[config.mk]
export PLATFORM = sky130hd
export DESIGN_NAME = sound_channel_setup_sequencer_top_flat
export DESIGN_NICKNAME = d
export VERILOG_FILES = /design/src/sv/scss_pkg.sv /design/src/sv/scss_cmd_if.sv /design/src/sv/scss_wr_if.sv /design/src/sv/scss_front.sv /design/src/sv/scss_queue.sv /design/src/sv/scss_back.sv /design/src/sv/sound_channel_setup_sequencer_top.sv /design/src/flat_wrapper.sv
export SDC_FILE = /design/constraint.sdc
export NUM_CORES = 2
export LEC_CHECK = 0
export BUFFER_PORTS_ARGS = -buffer_cell sky130_fd_sc_hd__buf_2
export CORE_MARGIN = 2
export CORE_UTILIZATION = 60
export CTS_CLUSTER_SIZE = 40
export DETAILED_ROUTE_END_ITERATION = 10
export MAX_ROUTING_LAYER = met4
export PLACE_DENSITY = 0.78
export SLEW_MARGIN = 20
export SYNTH_ARGS = -nofsm -noshare
export SYNTH_HDL_FRONTEND = slang
export SYNTH_SLANG_ARGS = --single-unit
[constraint.sdc]
create_clock -name clk -period 6.5 [get_ports clk]
set_clock_uncertainty 0.15 [all_clocks]
set_input_delay 0.65 -clock clk [delete_from_list [all_inputs] [get_ports clk]]
set_output_delay 0.65 -clock clk [all_outputs]
set_load 0.1 [all_outputs]
[src/sv/scss_pkg.sv]
// Shared types, constants and helper functions of the sound channel setup sequencer.
// No dependencies; every other file of the block uses this package.
`default_nettype none

package scss_pkg;

	// Field widths
	localparam int OP_W    = 1;
	localparam int CH_W    = 6;
	localparam int SADDR_W = 23;
	localparam int FMT_W   = 2;
	localparam int SCNT_W  = 16;
	localparam int FREQ_W  = 21;
	localparam int BYTE_W  = 8;
	localparam int OFS_W   = 7;
	localparam int BADDR_W = CH_W + OFS_W;
	localparam int DATA_W  = 16;

	// Channel count; per-channel storage depth follows from it
	localparam int CHANNELS = 64;
	localparam int CH_AW    = (CHANNELS > 1) ? $clog2(CHANNELS) : 1;

	// Queue between front and back
	localparam int QUEUE_DEPTH = 2;

	// Operation codes
	localparam logic OP_PLAY = 1'b0;
	localparam logic OP_STOP = 1'b1;

	// Pitch conversion
	localparam logic [22:0] PITCH_BASE = 23'd5644800;
	localparam int          MAX_SHIFT  = 15;
	localparam int          SHIFT_W    = 4;
	localparam int          EXPO_W     = 5;
	localparam int          EXPO_TOP   = 7;
	localparam int          MANT_W     = 10;
	localparam int          DIV_STEPS  = 12;
	localparam int          DCNT_W     = $clog2(DIV_STEPS);

	// Control word bits
	localparam logic [DATA_W-1:0] CTRL_PLAY   = 16'h4200;
	localparam logic [DATA_W-1:0] CTRL_ENABLE = 16'hC000;
	localparam logic [DATA_W-1:0] CTRL_KEY    = 16'h4000;
	localparam logic [DATA_W-1:0] CTRL_OFF    = 16'h8000;
	localparam logic [DATA_W-1:0] CTRL_RESET  = 16'h8000;

	// Register offsets inside a channel slot
	localparam logic [OFS_W-1:0] OFS_CTRL    = 7'h00;
	localparam logic [OFS_W-1:0] OFS_ADDR_LO = 7'h04;
	localparam logic [OFS_W-1:0] OFS_COUNT   = 7'h0C;
	localparam logic [OFS_W-1:0] OFS_LOOP    = 7'h10;
	localparam logic [OFS_W-1:0] OFS_PITCH   = 7'h18;
	localparam logic [OFS_W-1:0] OFS_PAN     = 7'h24;
	localparam logic [OFS_W-1:0] OFS_ENV     = 7'h25;
	localparam logic [OFS_W-1:0] OFS_LFO     = 7'h28;
	localparam logic [OFS_W-1:0] OFS_VOLUME  = 7'h29;

	// Fixed register values
	localparam logic [BYTE_W-1:0] LFO_VALUE  = 8'h24;
	localparam logic [BYTE_W-1:0] ENV_VALUE  = 8'h0F;
	localparam logic [DATA_W-1:0] LOOP_VALUE = 16'h001F;

	// Steps of a play sequence
	localparam int STEP_W = 4;
	localparam logic [STEP_W-1:0] STEP_CTRL    = 4'd0;
	localparam logic [STEP_W-1:0] STEP_ADDR_LO = 4'd1;
	localparam logic [STEP_W-1:0] STEP_COUNT   = 4'd2;
	localparam logic [STEP_W-1:0] STEP_PITCH   = 4'd3;
	localparam logic [STEP_W-1:0] STEP_LFO     = 4'd4;
	localparam logic [STEP_W-1:0] STEP_ENV     = 4'd5;
	localparam logic [STEP_W-1:0] STEP_VOLUME  = 4'd6;
	localparam logic [STEP_W-1:0] STEP_PAN     = 4'd7;
	localparam logic [STEP_W-1:0] STEP_LOOP    = 4'd8;
	localparam logic [STEP_W-1:0] STEP_ENABLE  = 4'd9;

	typedef struct packed {
		logic                op;
		logic [CH_W-1:0]     channel;
		logic [SADDR_W-1:0]  sample_address;
		logic [FMT_W-1:0]    sample_format;
		logic [SCNT_W-1:0]   sample_count;
		logic [DATA_W-1:0]   pitch;
		logic [BYTE_W-1:0]   volume;
		logic [BYTE_W-1:0]   pan;
	} cmd_t;

	typedef struct packed {
		logic [OFS_W-1:0]  ofs;
		logic [DATA_W-1:0] data;
		logic              byte_wr;
		logic              last;
	} wr_t;

	typedef enum logic [1:0] {
		F_IDLE,
		F_DIV,
		F_PUSH
	} front_state_t;

	typedef enum logic {
		B_IDLE,
		B_EMIT
	} back_state_t;

	function automatic logic [22:0] pitch_base(input logic [SHIFT_W-1:0] k);
		return PITCH_BASE >> k;
	endfunction

	// Number of halvings of the base: the bases fall monotonically, so the
	// last one still above the frequency sets the count.
	function automatic logic [SHIFT_W-1:0] norm_shift(input logic [FREQ_W-1:0] f);
		logic [SHIFT_W-1:0] k;
		k = '0;
		for (int j = 0; j < MAX_SHIFT; j++) begin
			if ({2'b00, f} < pitch_base(SHIFT_W'(j)))
				k = SHIFT_W'(j + 1);
		end
		return k;
	endfunction

	function automatic logic [DATA_W-1:0] play_ctrl(input cmd_t c);
		return CTRL_PLAY | {7'd0, c.sample_format, c.sample_address[22:16]};
	endfunction

	function automatic wr_t play_write(input logic [STEP_W-1:0] step, input cmd_t c);
		wr_t w;
		w = '{ofs: OFS_CTRL, data: play_ctrl(c), byte_wr: 1'b0, last: 1'b0};
		case (step)
			STEP_CTRL: begin
				w.ofs  = OFS_CTRL;
				w.data = play_ctrl(c);
			end
			STEP_ADDR_LO: begin
				w.ofs  = OFS_ADDR_LO;
				w.data = c.sample_address[15:0];
			end
			STEP_COUNT: begin
				w.ofs  = OFS_COUNT;
				w.data = c.sample_count;
			end
			STEP_PITCH: begin
				w.ofs  = OFS_PITCH;
				w.data = c.pitch;
			end
			STEP_LFO: begin
				w.ofs     = OFS_LFO;
				w.data    = {8'h00, LFO_VALUE};
				w.byte_wr = 1'b1;
			end
			STEP_ENV: begin
				w.ofs     = OFS_ENV;
				w.data    = {8'h00, ENV_VALUE};
				w.byte_wr = 1'b1;
			end
			STEP_VOLUME: begin
				w.ofs     = OFS_VOLUME;
				w.data    = {8'h00, c.volume};
				w.byte_wr = 1'b1;
			end
			STEP_PAN: begin
				w.ofs     = OFS_PAN;
				w.data    = {8'h00, c.pan};
				w.byte_wr = 1'b1;
			end
			STEP_LOOP: begin
				w.ofs  = OFS_LOOP;
				w.data = LOOP_VALUE;
			end
			STEP_ENABLE: begin
				w.ofs  = OFS_CTRL;
				w.data = play_ctrl(c) | CTRL_ENABLE;
				w.last = 1'b1;
			end
			default: begin
				w.last = 1'b1;
			end
		endcase
		return w;
	endfunction

endpackage

`default_nettype wire

[src/sv/scss_cmd_if.sv]
// Command channel: valid/ready handshake with the play/stop command payload.
// Depends on scss_pkg for field widths.
`default_nettype none

interface scss_cmd_if;
	logic                            valid;
	logic                            ready;
	logic                            operation;
	logic [scss_pkg::CH_W-1:0]       channel;
	logic [scss_pkg::SADDR_W-1:0]    sample_address;
	logic [scss_pkg::FMT_W-1:0]      sample_format;
	logic [scss_pkg::SCNT_W-1:0]     sample_count;
	logic [scss_pkg::FREQ_W-1:0]     frequency;
	logic [scss_pkg::BYTE_W-1:0]     volume;
	logic [scss_pkg::BYTE_W-1:0]     pan;

	modport source (
		output valid, operation, channel, sample_address, sample_format,
			sample_count, frequency, volume, pan,
		input  ready
	);
	modport sink (
		input  valid, operation, channel, sample_address, sample_format,
			sample_count, frequency, volume, pan,
		output ready
	);
endinterface

`default_nettype wire

[src/sv/scss_wr_if.sv]
// Register write channel: valid/ready handshake with one register write.
// Depends on scss_pkg for field widths.
`default_nettype none

interface scss_wr_if;
	logic                          valid;
	logic                          ready;
	logic [scss_pkg::BADDR_W-1:0]  byte_address;
	logic [scss_pkg::DATA_W-1:0]   write_data;
	logic                          byte_write;
	logic                          last_write;

	modport source (
		output valid, byte_address, write_data, byte_write, last_write,
		input  ready
	);
	modport sink (
		input  valid, byte_address, write_data, byte_write, last_write,
		output ready
	);
endinterface

`default_nettype wire

[src/sv/scss_front.sv]
// Front end: accepts commands, drops bad channels, works out a play's pitch word
// with a bit-per-cycle divider and hands the finished command to the queue.
// Depends on scss_pkg and scss_cmd_if.
`default_nettype none

module scss_front (
	input  wire logic           clk,
	input  wire logic           arst_n,
	scss_cmd_if.sink            cmd,
	output logic                push,
	output scss_pkg::cmd_t      push_data,
	input  wire logic           full
);
	import scss_pkg::*;

	front_state_t state_q, state_d;

	cmd_t               stg_q;
	logic [22:0]        base_q;
	logic [22:0]        rem_q;
	logic [DIV_STEPS-1:0] sh_q;
	logic [DIV_STEPS-1:0] quo_q;
	logic [DCNT_W-1:0]  cnt_q;
	logic [EXPO_W-1:0]  expo_q;

	logic               in_range;
	logic [SHIFT_W-1:0] shift;
	logic [23:0]        trial;
	logic               ge;
	logic [23:0]        diff;
	logic               load;
	logic               step;

	assign in_range = {1'b0, cmd.channel} < (CH_W + 1)'(CHANNELS);
	assign shift    = norm_shift(cmd.frequency);

	// One restoring-division step: bring down the next dividend bit
	assign trial = {rem_q, sh_q[DIV_STEPS-1]};
	assign ge    = trial >= {1'b0, base_q};
	assign diff  = trial - {1'b0, base_q};

	always_comb begin
		state_d   = state_q;
		cmd.ready = 1'b0;
		push      = 1'b0;
		load      = 1'b0;
		step      = 1'b0;
		push_data = stg_q;
		push_data.pitch = {expo_q, 1'b0, quo_q[MANT_W-1:0]};
		case (state_q)
			F_IDLE: begin
				cmd.ready = 1'b1;
				if (cmd.valid && in_range) begin
					load    = 1'b1;
					state_d = (cmd.operation == OP_STOP) ? F_PUSH : F_DIV;
				end
			end
			F_DIV: begin
				step = 1'b1;
				if (cnt_q == '0)
					state_d = F_PUSH;
			end
			F_PUSH: begin
				if (!full) begin
					push    = 1'b1;
					state_d = F_IDLE;
				end
			end
			default: begin
				state_d = F_IDLE;
			end
		endcase
	end

	always_ff @(posedge clk or negedge arst_n) begin
		if (!arst_n)
			state_q <= F_IDLE;
		else
			state_q <= state_d;
	end

	always_ff @(posedge clk) begin
		if (load) begin
			stg_q.op             <= cmd.operation;
			stg_q.channel        <= cmd.channel;
			stg_q.sample_address <= cmd.sample_address;
			stg_q.sample_format  <= cmd.sample_format;
			stg_q.sample_count   <= cmd.sample_count;
			stg_q.pitch          <= '0;
			stg_q.volume         <= cmd.volume;
			stg_q.pan            <= cmd.pan;
			base_q  <= pitch_base(shift);
			expo_q  <= EXPO_W'(EXPO_TOP) - {1'b0, shift};
			// dividend is frequency<<10; its top part stays below the base
			rem_q   <= {4'd0, cmd.frequency[FREQ_W-1:2]};
			sh_q    <= {cmd.frequency[1:0], {(DIV_STEPS - 2){1'b0}}};
			quo_q   <= '0;
			cnt_q   <= DCNT_W'(DIV_STEPS - 1);
		end else if (step) begin
			rem_q <= ge ? diff[22:0] : trial[22:0];
			sh_q  <= {sh_q[DIV_STEPS-2:0], 1'b0};
			quo_q <= {quo_q[DIV_STEPS-2:0], ge};
			cnt_q <= cnt_q - 1'b1;
		end
	end

endmodule

`default_nettype wire

[src/sv/scss_queue.sv]
// Short command queue between the front end and the write sequencer.
// Depends on scss_pkg.
`default_nettype none

module scss_queue (
	input  wire logic           clk,
	input  wire logic           arst_n,
	input  wire logic           push,
	input  wire scss_pkg::cmd_t push_data,
	output logic                full,
	input  wire logic           pop,
	output scss_pkg::cmd_t      head,
	output logic                empty
);
	import scss_pkg::*;

	localparam int QA_W = (QUEUE_DEPTH > 1) ? $clog2(QUEUE_DEPTH) : 1;
	localparam int QC_W = $clog2(QUEUE_DEPTH + 1);

	cmd_t            slot_q [QUEUE_DEPTH];
	logic [QA_W-1:0] wptr_q, rptr_q;
	logic [QC_W-1:0] count_q;

	assign full  = count_q == QC_W'(QUEUE_DEPTH);
	assign empty = count_q == '0;
	assign head  = slot_q[rptr_q];

	function automatic logic [QA_W-1:0] wrap_inc(input logic [QA_W-1:0] p);
		return (p == QA_W'(QUEUE_DEPTH - 1)) ? '0 : p + 1'b1;
	endfunction

	always_ff @(posedge clk or negedge arst_n) begin
		if (!arst_n) begin
			wptr_q  <= '0;
			rptr_q  <= '0;
			count_q <= '0;
		end else begin
			if (push)
				wptr_q <= wrap_inc(wptr_q);
			if (pop)
				rptr_q <= wrap_inc(rptr_q);
			if (push && !pop)
				count_q <= count_q + 1'b1;
			else if (pop && !push)
				count_q <= count_q - 1'b1;
		end
	end

	always_ff @(posedge clk) begin
		if (push)
			slot_q[wptr_q] <= push_data;
	end

endmodule

`default_nettype wire

[src/sv/scss_back.sv]
// Write sequencer: takes commands from the queue, emits the register writes in
// order through an output register and keeps the per-channel control word copy.
// Depends on scss_pkg and scss_wr_if.
`default_nettype none

module scss_back (
	input  wire logic           clk,
	input  wire logic           arst_n,
	input  wire scss_pkg::cmd_t head,
	input  wire logic           empty,
	output logic                pop,
	scss_wr_if.source           wr
);
	import scss_pkg::*;

	back_state_t state_q, state_d;

	cmd_t               cmd_q;
	logic [STEP_W-1:0]  step_q;
	logic [DATA_W-1:0]  copy_rd_q;
	logic               copy_vld_rd_q;
	logic [DATA_W-1:0]  copy_mem [CHANNELS];
	logic [CHANNELS-1:0] copy_vld_q;

	logic               wr_vld_q;
	logic [BADDR_W-1:0] wr_addr_q;
	logic [DATA_W-1:0]  wr_data_q;
	logic               wr_byte_q;
	logic               wr_last_q;

	logic [DATA_W-1:0]  copy;
	wr_t                cur;
	logic               load;
	logic               mem_we;

	assign copy = copy_vld_rd_q ? copy_rd_q : CTRL_RESET;

	always_comb begin
		if (cmd_q.op == OP_STOP)
			cur = '{ofs: OFS_CTRL, data: (copy & ~CTRL_KEY) | CTRL_OFF,
				byte_wr: 1'b0, last: 1'b1};
		else
			cur = play_write(step_q, cmd_q);
	end

	always_comb begin
		state_d = state_q;
		pop     = 1'b0;
		load    = 1'b0;
		case (state_q)
			B_IDLE: begin
				if (!empty) begin
					pop     = 1'b1;
					state_d = B_EMIT;
				end
			end
			B_EMIT: begin
				if (!wr_vld_q || wr.ready) begin
					load = 1'b1;
					if (cur.last)
						state_d = B_IDLE;
				end
			end
			default: begin
				state_d = B_IDLE;
			end
		endcase
	end

	// The last write of every command is the control word; record it
	assign mem_we = load && cur.last;

	always_ff @(posedge clk or negedge arst_n) begin
		if (!arst_n) begin
			state_q    <= B_IDLE;
			wr_vld_q   <= 1'b0;
			copy_vld_q <= '0;
		end else begin
			state_q <= state_d;
			if (load)
				wr_vld_q <= 1'b1;
			else if (wr.ready)
				wr_vld_q <= 1'b0;
			if (mem_we)
				copy_vld_q[cmd_q.channel[CH_AW-1:0]] <= 1'b1;
		end
	end

	always_ff @(posedge clk) begin
		if (mem_we)
			copy_mem[cmd_q.channel[CH_AW-1:0]] <= cur.data;
		if (pop) begin
			copy_rd_q     <= copy_mem[head.channel[CH_AW-1:0]];
			copy_vld_rd_q <= copy_vld_q[head.channel[CH_AW-1:0]];
		end
	end

	always_ff @(posedge clk) begin
		if (pop) begin
			cmd_q  <= head;
			step_q <= STEP_CTRL;
		end else if (load) begin
			step_q <= step_q + 1'b1;
		end
		if (load) begin
			wr_addr_q <= {cmd_q.channel, cur.ofs};
			wr_data_q <= cur.data;
			wr_byte_q <= cur.byte_wr;
			wr_last_q <= cur.last;
		end
	end

	assign wr.valid        = wr_vld_q;
	assign wr.byte_address = wr_addr_q;
	assign wr.write_data   = wr_data_q;
	assign wr.byte_write   = wr_byte_q;
	assign wr.last_write   = wr_last_q;

endmodule

`default_nettype wire

[src/sv/sound_channel_setup_sequencer_top.sv]
// Channel   Dir   Payload
// cmd       in    operation, channel, sample_address, sample_format,
//                 sample_count, frequency, volume, pan
// wr        out   byte_address, write_data, byte_write, last_write
//
// A play command passes the front end in order (accept, 12 divider steps for
// the pitch mantissa, queue handoff) and no new command is accepted until it
// is handed off; the sequencer then emits ten writes. A stop skips the divider
// and makes one write. Reset returns every control copy to 0x8000
// at once through per-channel valid bits. A stall on wr holds the output
// register; the two-entry queue then fills and cmd.ready drops.
// Depends on scss_pkg, scss_cmd_if, scss_wr_if, scss_front, scss_queue, scss_back.
`default_nettype none

module sound_channel_setup_sequencer_top (
	input  wire logic  clk,
	input  wire logic  arst_n,
	scss_cmd_if.sink   cmd,
	scss_wr_if.source  wr
);
	import scss_pkg::*;

	logic push, full, pop, empty;
	cmd_t push_data, head;

	scss_front u_front (
		.clk       (clk),
		.arst_n    (arst_n),
		.cmd       (cmd),
		.push      (push),
		.push_data (push_data),
		.full      (full)
	);

	scss_queue u_queue (
		.clk       (clk),
		.arst_n    (arst_n),
		.push      (push),
		.push_data (push_data),
		.full      (full),
		.pop       (pop),
		.head      (head),
		.empty     (empty)
	);

	scss_back u_back (
		.clk    (clk),
		.arst_n (arst_n),
		.head   (head),
		.empty  (empty),
		.pop    (pop),
		.wr     (wr)
	);

endmodule

`default_nettype wire

[src/flat_wrapper.sv]
// flat-port wrapper written by rule: the top's interface ports become plain ports
module sound_channel_setup_sequencer_top_flat import scss_pkg::*;
  (clk, arst_n, cmd_valid, cmd_operation, cmd_channel, cmd_sample_address, cmd_sample_format, cmd_sample_count, cmd_frequency, cmd_volume, cmd_pan, cmd_ready, wr_valid, wr_byte_address, wr_write_data, wr_byte_write, wr_last_write, wr_ready);
  scss_cmd_if cmd_i ();
  scss_wr_if wr_i ();
  input  wire logic clk;
  input  wire logic arst_n;
  input wire logic [$bits(cmd_i.valid)-1:0] cmd_valid;
  input wire logic [$bits(cmd_i.operation)-1:0] cmd_operation;
  input wire logic [$bits(cmd_i.channel)-1:0] cmd_channel;
  input wire logic [$bits(cmd_i.sample_address)-1:0] cmd_sample_address;
  input wire logic [$bits(cmd_i.sample_format)-1:0] cmd_sample_format;
  input wire logic [$bits(cmd_i.sample_count)-1:0] cmd_sample_count;
  input wire logic [$bits(cmd_i.frequency)-1:0] cmd_frequency;
  input wire logic [$bits(cmd_i.volume)-1:0] cmd_volume;
  input wire logic [$bits(cmd_i.pan)-1:0] cmd_pan;
  output wire logic [$bits(cmd_i.ready)-1:0] cmd_ready;
  output wire logic [$bits(wr_i.valid)-1:0] wr_valid;
  output wire logic [$bits(wr_i.byte_address)-1:0] wr_byte_address;
  output wire logic [$bits(wr_i.write_data)-1:0] wr_write_data;
  output wire logic [$bits(wr_i.byte_write)-1:0] wr_byte_write;
  output wire logic [$bits(wr_i.last_write)-1:0] wr_last_write;
  input wire logic [$bits(wr_i.ready)-1:0] wr_ready;
  assign cmd_i.valid = cmd_valid;
  assign cmd_i.operation = cmd_operation;
  assign cmd_i.channel = cmd_channel;
  assign cmd_i.sample_address = cmd_sample_address;
  assign cmd_i.sample_format = cmd_sample_format;
  assign cmd_i.sample_count = cmd_sample_count;
  assign cmd_i.frequency = cmd_frequency;
  assign cmd_i.volume = cmd_volume;
  assign cmd_i.pan = cmd_pan;
  assign cmd_ready = cmd_i.ready;
  assign wr_valid = wr_i.valid;
  assign wr_byte_address = wr_i.byte_address;
  assign wr_write_data = wr_i.write_data;
  assign wr_byte_write = wr_i.byte_write;
  assign wr_last_write = wr_i.last_write;
  assign wr_i.ready = wr_ready;
  sound_channel_setup_sequencer_top u_core (.clk(clk), .arst_n(arst_n), .cmd(cmd_i), .wr(wr_i));
endmodule
# ---- After elaboration in Yosys (flattened, before gate mapping)
# Memory sizes are Yosys's and may differ from the RTL's. A register that Yosys moved wholly into a read port is not among the register bits.
# Cells that the tools add are included.
dict set report op_classes {
  n_addsub 8
  n_lt_le_gt_ge 17
  n_eq_ne 15
  shifts 1
  muxes 55
  bitwise 2
  reduce_logical 18
}
# op n
set op_table {}
lappend op_table {{22-bit case mux with 9 select lines} 1}
lappend op_table {{64-bit bitwise OR} 1}
lappend op_table {{4-bit 2-to-1 mux} 10}
lappend op_table {{19-bit 2-to-1 mux} 2}
lappend op_table {{1-bit 2-to-1 mux} 25}
lappend op_table {{24-bit by 23-bit >= comparator with 1-bit output} 1}
lappend op_table {{12-bit 2-to-1 mux} 2}
lappend op_table {{23-bit 2-to-1 mux} 1}
lappend op_table {{23-bit by 4-bit >> shifter with 23-bit output, first input constant} 1}
lappend op_table {{23-bit subtractor} 1}
lappend op_table {{21-bit by 10-bit less-than comparator with 1-bit output, second input constant} 1}
lappend op_table {{21-bit by 11-bit less-than comparator with 1-bit output, second input constant} 1}
lappend op_table {{21-bit by 12-bit less-than comparator with 1-bit output, second input constant} 1}
lappend op_table {{21-bit by 13-bit less-than comparator with 1-bit output, second input constant} 1}
lappend op_table {{21-bit by 14-bit less-than comparator with 1-bit output, second input constant} 1}
lappend op_table {{21-bit by 15-bit less-than comparator with 1-bit output, second input constant} 1}
lappend op_table {{21-bit by 16-bit less-than comparator with 1-bit output, second input constant} 1}
lappend op_table {{21-bit by 17-bit less-than comparator with 1-bit output, second input constant} 1}
lappend op_table {{21-bit by 18-bit less-than comparator with 1-bit output, second input constant} 1}
lappend op_table {{21-bit by 19-bit less-than comparator with 1-bit output, second input constant} 1}
lappend op_table {{21-bit by 20-bit less-than comparator with 1-bit output, second input constant} 1}
lappend op_table {{21-bit less-than comparator, second input constant} 1}
lappend op_table {{21-bit by 9-bit less-than comparator with 1-bit output, second input constant} 1}
lappend op_table {{18-bit 2-to-1 mux} 1}
lappend op_table {{other kinds (32)} 57}
dict set report totals {
  reg_bits 318
  ramBits 1182
  inputBits 89
  out_inout_bits 33
  wordCells 154
  memories 2
}
# name depth width read_ports rd_clocked_by_memory_dff write_ports line
set memory_table {}
lappend memory_table {u_core.u_back.copy_mem 64 16 1 1 1 scss_back.sv:22} ;# logic [DATA_W-1:0] copy_mem [CHANNELS];
lappend memory_table {u_core.u_queue.slot_q 2 79 1 0 1 scss_queue.sv:20} ;# cmd_t slot_q [QUEUE_DEPTH];

# ---- Logic depth before layout (Yosys ltp)
dict set report logic_depth {
  ltp_word 15
  depth_mapped 16
}

# ---- Hierarchy
# Synthesis repeated with hierarchy kept, for this count alone.
dict set report hier_totals {
  cells_unflattened 2926
  hier_area_um2 55386.9
}
# mod n_inst cells_per_inst area_each_um2
set modules_own_cells {}
lappend modules_own_cells {scss_back 1 2024 42141.7}
lappend modules_own_cells {scss_front 1 637 6885.4}
lappend modules_own_cells {scss_queue 1 265 6359.8}

# ---- Worst setup path before layout
# Ideal clock, no wire load.
dict set report synth_timing {
  path_kind {reg-to-reg}
  from {reg u_core.u_queue.count_q[0]}
  to {reg u_core.u_queue.count_q[1]}
  arrival_ns 5.511
  required_ns 6.271
  path_slack_ns 0.760
  path_stages_with_launch 8
  n_path_buf 0
  synth_period_minus_slack_ns 5.740
  cell_sequence {dfrtp_1 -> nor2_1 -> nor2_1 -> inv_1 -> ha_1 -> xor2_1 -> nor2_1 -> xor2_1}
}
dict set report synth_between {
  elab_chain_cells 6
}
# element line
set synth_lines {}
lappend synth_lines {{start, declared} scss_queue.sv:22} ;# logic [QC_W-1:0] count_q;
lappend synth_lines {{start signal, assigned} scss_queue.sv:43} ;# count_q <= count_q + 1'b1;
lappend synth_lines {{start signal, assigned} scss_queue.sv:45} ;# count_q <= count_q - 1'b1;
lappend synth_lines {{2-bit logical NOT (*)} scss_queue.sv:25} ;# assign empty = count_q == '0;
lappend synth_lines {{1-bit 2-to-1 mux (*)} scss_back.sv:52} ;# if (!empty) begin
lappend synth_lines {{1-bit 2-to-1 mux (*)} scss_back.sv:50} ;# case (state_q)
lappend synth_lines {{named net u_core.pop} sound_channel_setup_sequencer_top.sv:23} ;# logic push, full, pop, empty;
lappend synth_lines {{1-bit logical NOT} scss_queue.sv:42} ;# if (push && !pop)
lappend synth_lines {{1-bit logical AND} scss_queue.sv:42}
lappend synth_lines {{2-bit 2-to-1 mux or 2-bit nonzero test (tied branches)} -}
# Mark *: on every way through the listed nets, which the timed path passes. The rest lies on a longest branch. The select of a mux whose other input is x is not followed.
# A chain may end at the register's enable or synchronous reset.

# ---- Worst setup path in the final report
dict set report layout_timing {
  from {reg u_core.u_queue.rptr_q}
  to {reg u_core.u_back.copy_rd_q[10], read port of u_core.u_back.copy_mem (data pin)}
}
dict set report layout_between {
  elab_chain_cells 1
}
# element line
set layout_lines {}
lappend layout_lines {{start, declared} scss_queue.sv:21} ;# logic [QA_W-1:0] wptr_q, rptr_q;
lappend layout_lines {{start signal, assigned} scss_queue.sv:41} ;# rptr_q <= wrap_inc(rptr_q);
lappend layout_lines {{memory 2 x 79 bit} -}
lappend layout_lines {{end, declared} scss_back.sv:20} ;# logic [DATA_W-1:0] copy_rd_q;
# Every way passes these cells.

==> implementation parameters <==
Parameter                              Value

Hold path
  Hold Path Class ... input port to flop
  Worst Hold Endpoint ... u_core.u_back.wr.valid
  Min-delay src ... wr_ready
  Hold Crit Depth ... 3

Pwr
  Comb power frac ... between 30% and 40%
  Post-layout power ... 29.80 mW
  Maximum VDD drop ... 361.2 uV
  Portion of total power attributed to the clock network ... 26.5%
  Part of the power in registers ... 43.2%
  Ratio of total power to cell area ... ~470 nW/um^2
  Switching share of power ... 35.71%
  Net switching component of the power ... roughly 11 mW
  Leakage Power ... around 22 nW
  Design internal power ... roughly 19 mW

Cells and area
  Post-route core utilization ... 68.61%
  Layout Nets ... 4491
  Layout fillers ... a little under 6000
  Layout-stage area growth over the synthesis result ... 13.38%
  Final cell count without fillers ... 5665
  Layout cell share with drive strength beyond 1 ... 13.89%
  Diodes inserted ... 0
  Most frequent cells in the layout ... edfxtp_1 (1286), nand2_1 (1061), nand3_1 (497), a311oi_1 (169), clkbuf_16 (138)
  Most common cell after layout, fill and taps aside ... edfxtp_1

Critical path
  Element type at the critical path end ... flop
  Cell breakdown of the critical path ... mux2i_4 -> buf_12 -> buf_12 -> nand2_1 -> and3_1 -> a311oi_1 -> a311oi_1 -> a31oi_1 -> a21oi_1 -> a21oi_1
  Endpoint arrival time on the critical path ... 4.78 ns
  Highest-delay cell along the critical path ... dfrtp_4
  Longest individual stage delay on the worst path ... 0.61 ns
  R2r worst-path depth ... 10
  Worst reg2reg setup slack ... 2.16 ns
  Worst Path Required ... 6.94 ns
  Maximum fanout along the worst path ... 170
  Path type of the worst setup path ... flop to flop
  Reg-to-reg critical path endpoint ... u_core.u_back.copy_rd_q[10]
  CP Launch Type ... flop
  Reg2reg start ... u_core.u_queue.rptr_q

Yosys
  Distinct cell type count after synthesis ... 78
  Syn Inst Count ... 4201
  Async set or reset register ratio after synthesis ... ~5.2%
  Flip-flop and latch count after synthesis ... 1380
  Yosys top cell by area ... edfxtp_1
  Cell area after technology mapping ... 55380 um^2
  Number of enable flip-flop cells after synthesis ... 1286
  Sequential cell area fraction in the yosys report ... roughly three quarters
  Synthesized area per cell ... roughly 13 um^2
  Most instantiated flip-flop cell in the synthesis netlist ... edfxtp_1
  Area share of the largest cell type after synthesis ... 69.73%
  Yosys warning total ... 0
  Top cells by area, synth ... edfxtp_1 (70%), nand2_1 (7.2%), nand3_1 (4.5%)

GRT
  First-pass GRT wire length ... 203300 um
  Pin count of the biggest net entering global routing ... 171
  Number of antenna violations at the first check in global routing ... 0
  All-layer global routing usage ... 29.28%
  Number of global-route vias before repair ... between 30000 and 40000
  Remaining global-route overflow ... 0

CTS
  Worst skew pair latency ... ~0.76 ns
  Buffer type at the clock tree root ... clkbuf_16
  TritonCTS clock tree ... built
  Number of clock buffers inserted by TritonCTS ... 136
  CTS resizes ... 0
  CTS clock-pin slew for the worst setup and hold paths ... 0.06 ns
  Number of buffers on the longest clock path ... 3
  Number of clock sinks ... 1380
  Maximum level of the CTS H-tree ... 4

Routing
  Total via count in the routed design ... 35560
  WL/cell ... 23.91 um
  Number of detailed-route iterations in the first pass ... 8
  Antenna Nets Post-Route ... 0
  Residual DRC count ... 0
  Total Wirelength ... between 100000 and 150000 um
  DRC marker count from the first detailed-route iteration ... 5151
  Average via count per standard cell ... ~6.3

Floorplan
  Die span in x ... 307.8 um
  Core outline area ... 91520 um^2
  Standard-cell row count ... roughly 110
  Area of the die ... 94750 um^2
  Initial Util ... slightly above 60%
  Height of the die ... 307.8 um
  Number of I/O pins ... 122

Timing
  Final hold violations ... 0
  Setup-violating endpoint count in the final report ... 0
  Transition time of the tightest slew-check pin ... 1.128 ns
  Setup repair after global routing missed its margin ... no
  Relative slew slack ... 24.72%
  Final Slew Violations ... 0
  Setup slack of the critical path after layout ... 2.157 ns
  Final TNS setup ... 0 ns
  Final period utilization ... 66.81%
  Top achievable clock speed ... 230.3 MHz
  Time the final worst path needs with I/O delays and setup ... 4.343 ns

Job
  Max cap viols ... 0

Placed design
  Final Wtd Congestion ... around 0.89
  Number of placed instances with taps included ... 5349
  Number of I/O port buffers ... 119
  Post-DP HPWL ... 74170 um
  Setup slack after placement ... between 1.5 and 2 ns

Outcome
  Result of the run ... completed
==> worst max-delay path: cells and delay by family (launching register included) <==
kind | cells | cell delay, ns
AO/OA/AOI/OAI | 5 | 1.32
multiplexers | 1 | 0.41
flip-flops | 1 | 0.61
buffers and inverters | 2 | 1.18
AND/OR/NAND/NOR | 2 | 0.30
==> power by group through the flow <==
stage	Sequential, mW	Clock, mW	Combinational (mW)
global placement	12.9	0	8.54
detailed placement	13.0	0	8.75
floorplan	13.6	0	5.08
finish	12.9	7.91	9.01
CTS	12.8	7.92	8.84
global route	12.9	8.28	9.59
==> flip-flops by register name, summed over array words and instances (netlist names), 4 cells and up <==
signal	cells
u_core.u_back.copy_vld_q	64
u_core.u_front.push_data	64
u_core.u_front.expo_q	4
u_core.u_front.rem_q	23
u_core.u_back.copy_rd_q	14
u_core.u_back.copy_mem	896
u_core.u_back.wr.write_data	16
u_core.u_back.wr.byte_address	11
u_core.u_back.cmd_q	78
u_core.u_front.quo_q	10
u_core.u_front.cnt_q	4
u_core.u_front.base_q	23
u_core.u_queue.slot_q	156
u_core.u_back.step_q	4
==> cells by family after synthesis <==
logic type                 synth area share, %
AOI/OAI and AO/OA                        5.741
xor gates and xnor gates                0.3954
adders and majority gates               0.8043
buffers and inverters                    2.191
DFF                                      73.78
muxes                                    1.776
other                                 0.006771
and+or+nand+nor                          15.31
==> cell usage after synthesis, types with 4 or more instances <==
library cell	number
a21o_1	21
a21oi_1	66
a221oi_1	5
a222oi_1	7
a22o_1	6
a22oi_1	14
a311oi_1	169
a31oi_1	27
and2_1	14
and3_1	69
buf_1	15
clkbuf_1	239
dfrtp_1	72
dfxtp_1	22
edfxtp_1	1286
ha_1	34
inv_1	47
mux2_2	74
mux2i_1	15
nand2_1	1061
nand2b_1	13
nand3_1	497
nor2_1	125
nor2b_1	15
nor3_1	31
o21ai_0	65
o21bai_1	4
o22ai_1	4
o41ai_1	6
or2_2	66
or3_1	7
xnor2_1	10
xor2_1	15
==> per-stage QoR <==
| step | hold WS, ns | instance area (um^2) |
|---|---|---|
| 2_1_floorplan | 0.2044 | 55390 |
| 3_3_place_gp | 0.2737 | 57640 |
| 3_5_place_dp | 0.2796 | 57640 |
| 4_1_cts | 0.02220 | 62770 |
| 5_1_grt | 0.06245 | 62790 |
| 6_report | 0.06299 | 62790 |
==> layout make-up <==
type	instances	area, um^2	share of cell area, %
Sequential cell	1380	40860	65.08
Multi-Input combinational cell	2508	13600	21.65
Clock buffer	177	3690	5.876
Timing Repair Buffer	289	2150	3.423
Tap cell	1186	1484	2.363
Clock inverter	73	797.0	1.269
Inverter	52	214.0	0.3407
==> routing by layer <==
layer | GRT usage [%] | up-vias | share of wire [%]
li1 | - | 15810 | -
met1 | 38.10 | 17340 | 38
met2 | 46.06 | 2036 | 49
met3 | 4.996 | 371 | 9.4
met4 | 12.43 | 0 | 4.2
met5 | - | - | 0
==> repair_timing <==
action	CTS	global route
setup endpoints to repair	0	0
endpoints found under the hold margin	95	0
setup buffers	0	0
hold buffers	65	0
==> worst max-delay path by stage <==
stage	start	end	slack (ns)
6_report	u_core.u_queue.rptr_q	u_core.u_back.copy_rd_q[10]	2.16
4_1_cts	u_core.u_queue.rptr_q	u_core.u_back.copy_rd_q[9]	2.31
3_5_place_dp	cmd_frequency[5]	u_core.u_front.base_q[12]	1.96
2_1_floorplan	u_core.u_queue.count_q[0]	u_core.u_queue.count_q[1]	0.76
5_1_grt	u_core.u_queue.rptr_q	u_core.u_back.copy_rd_q[10]	2.05
3_3_place_gp	cmd_frequency[5]	u_core.u_front.base_q[12]	1.95
No activity file was read; power rests on OpenSTA's default activity.
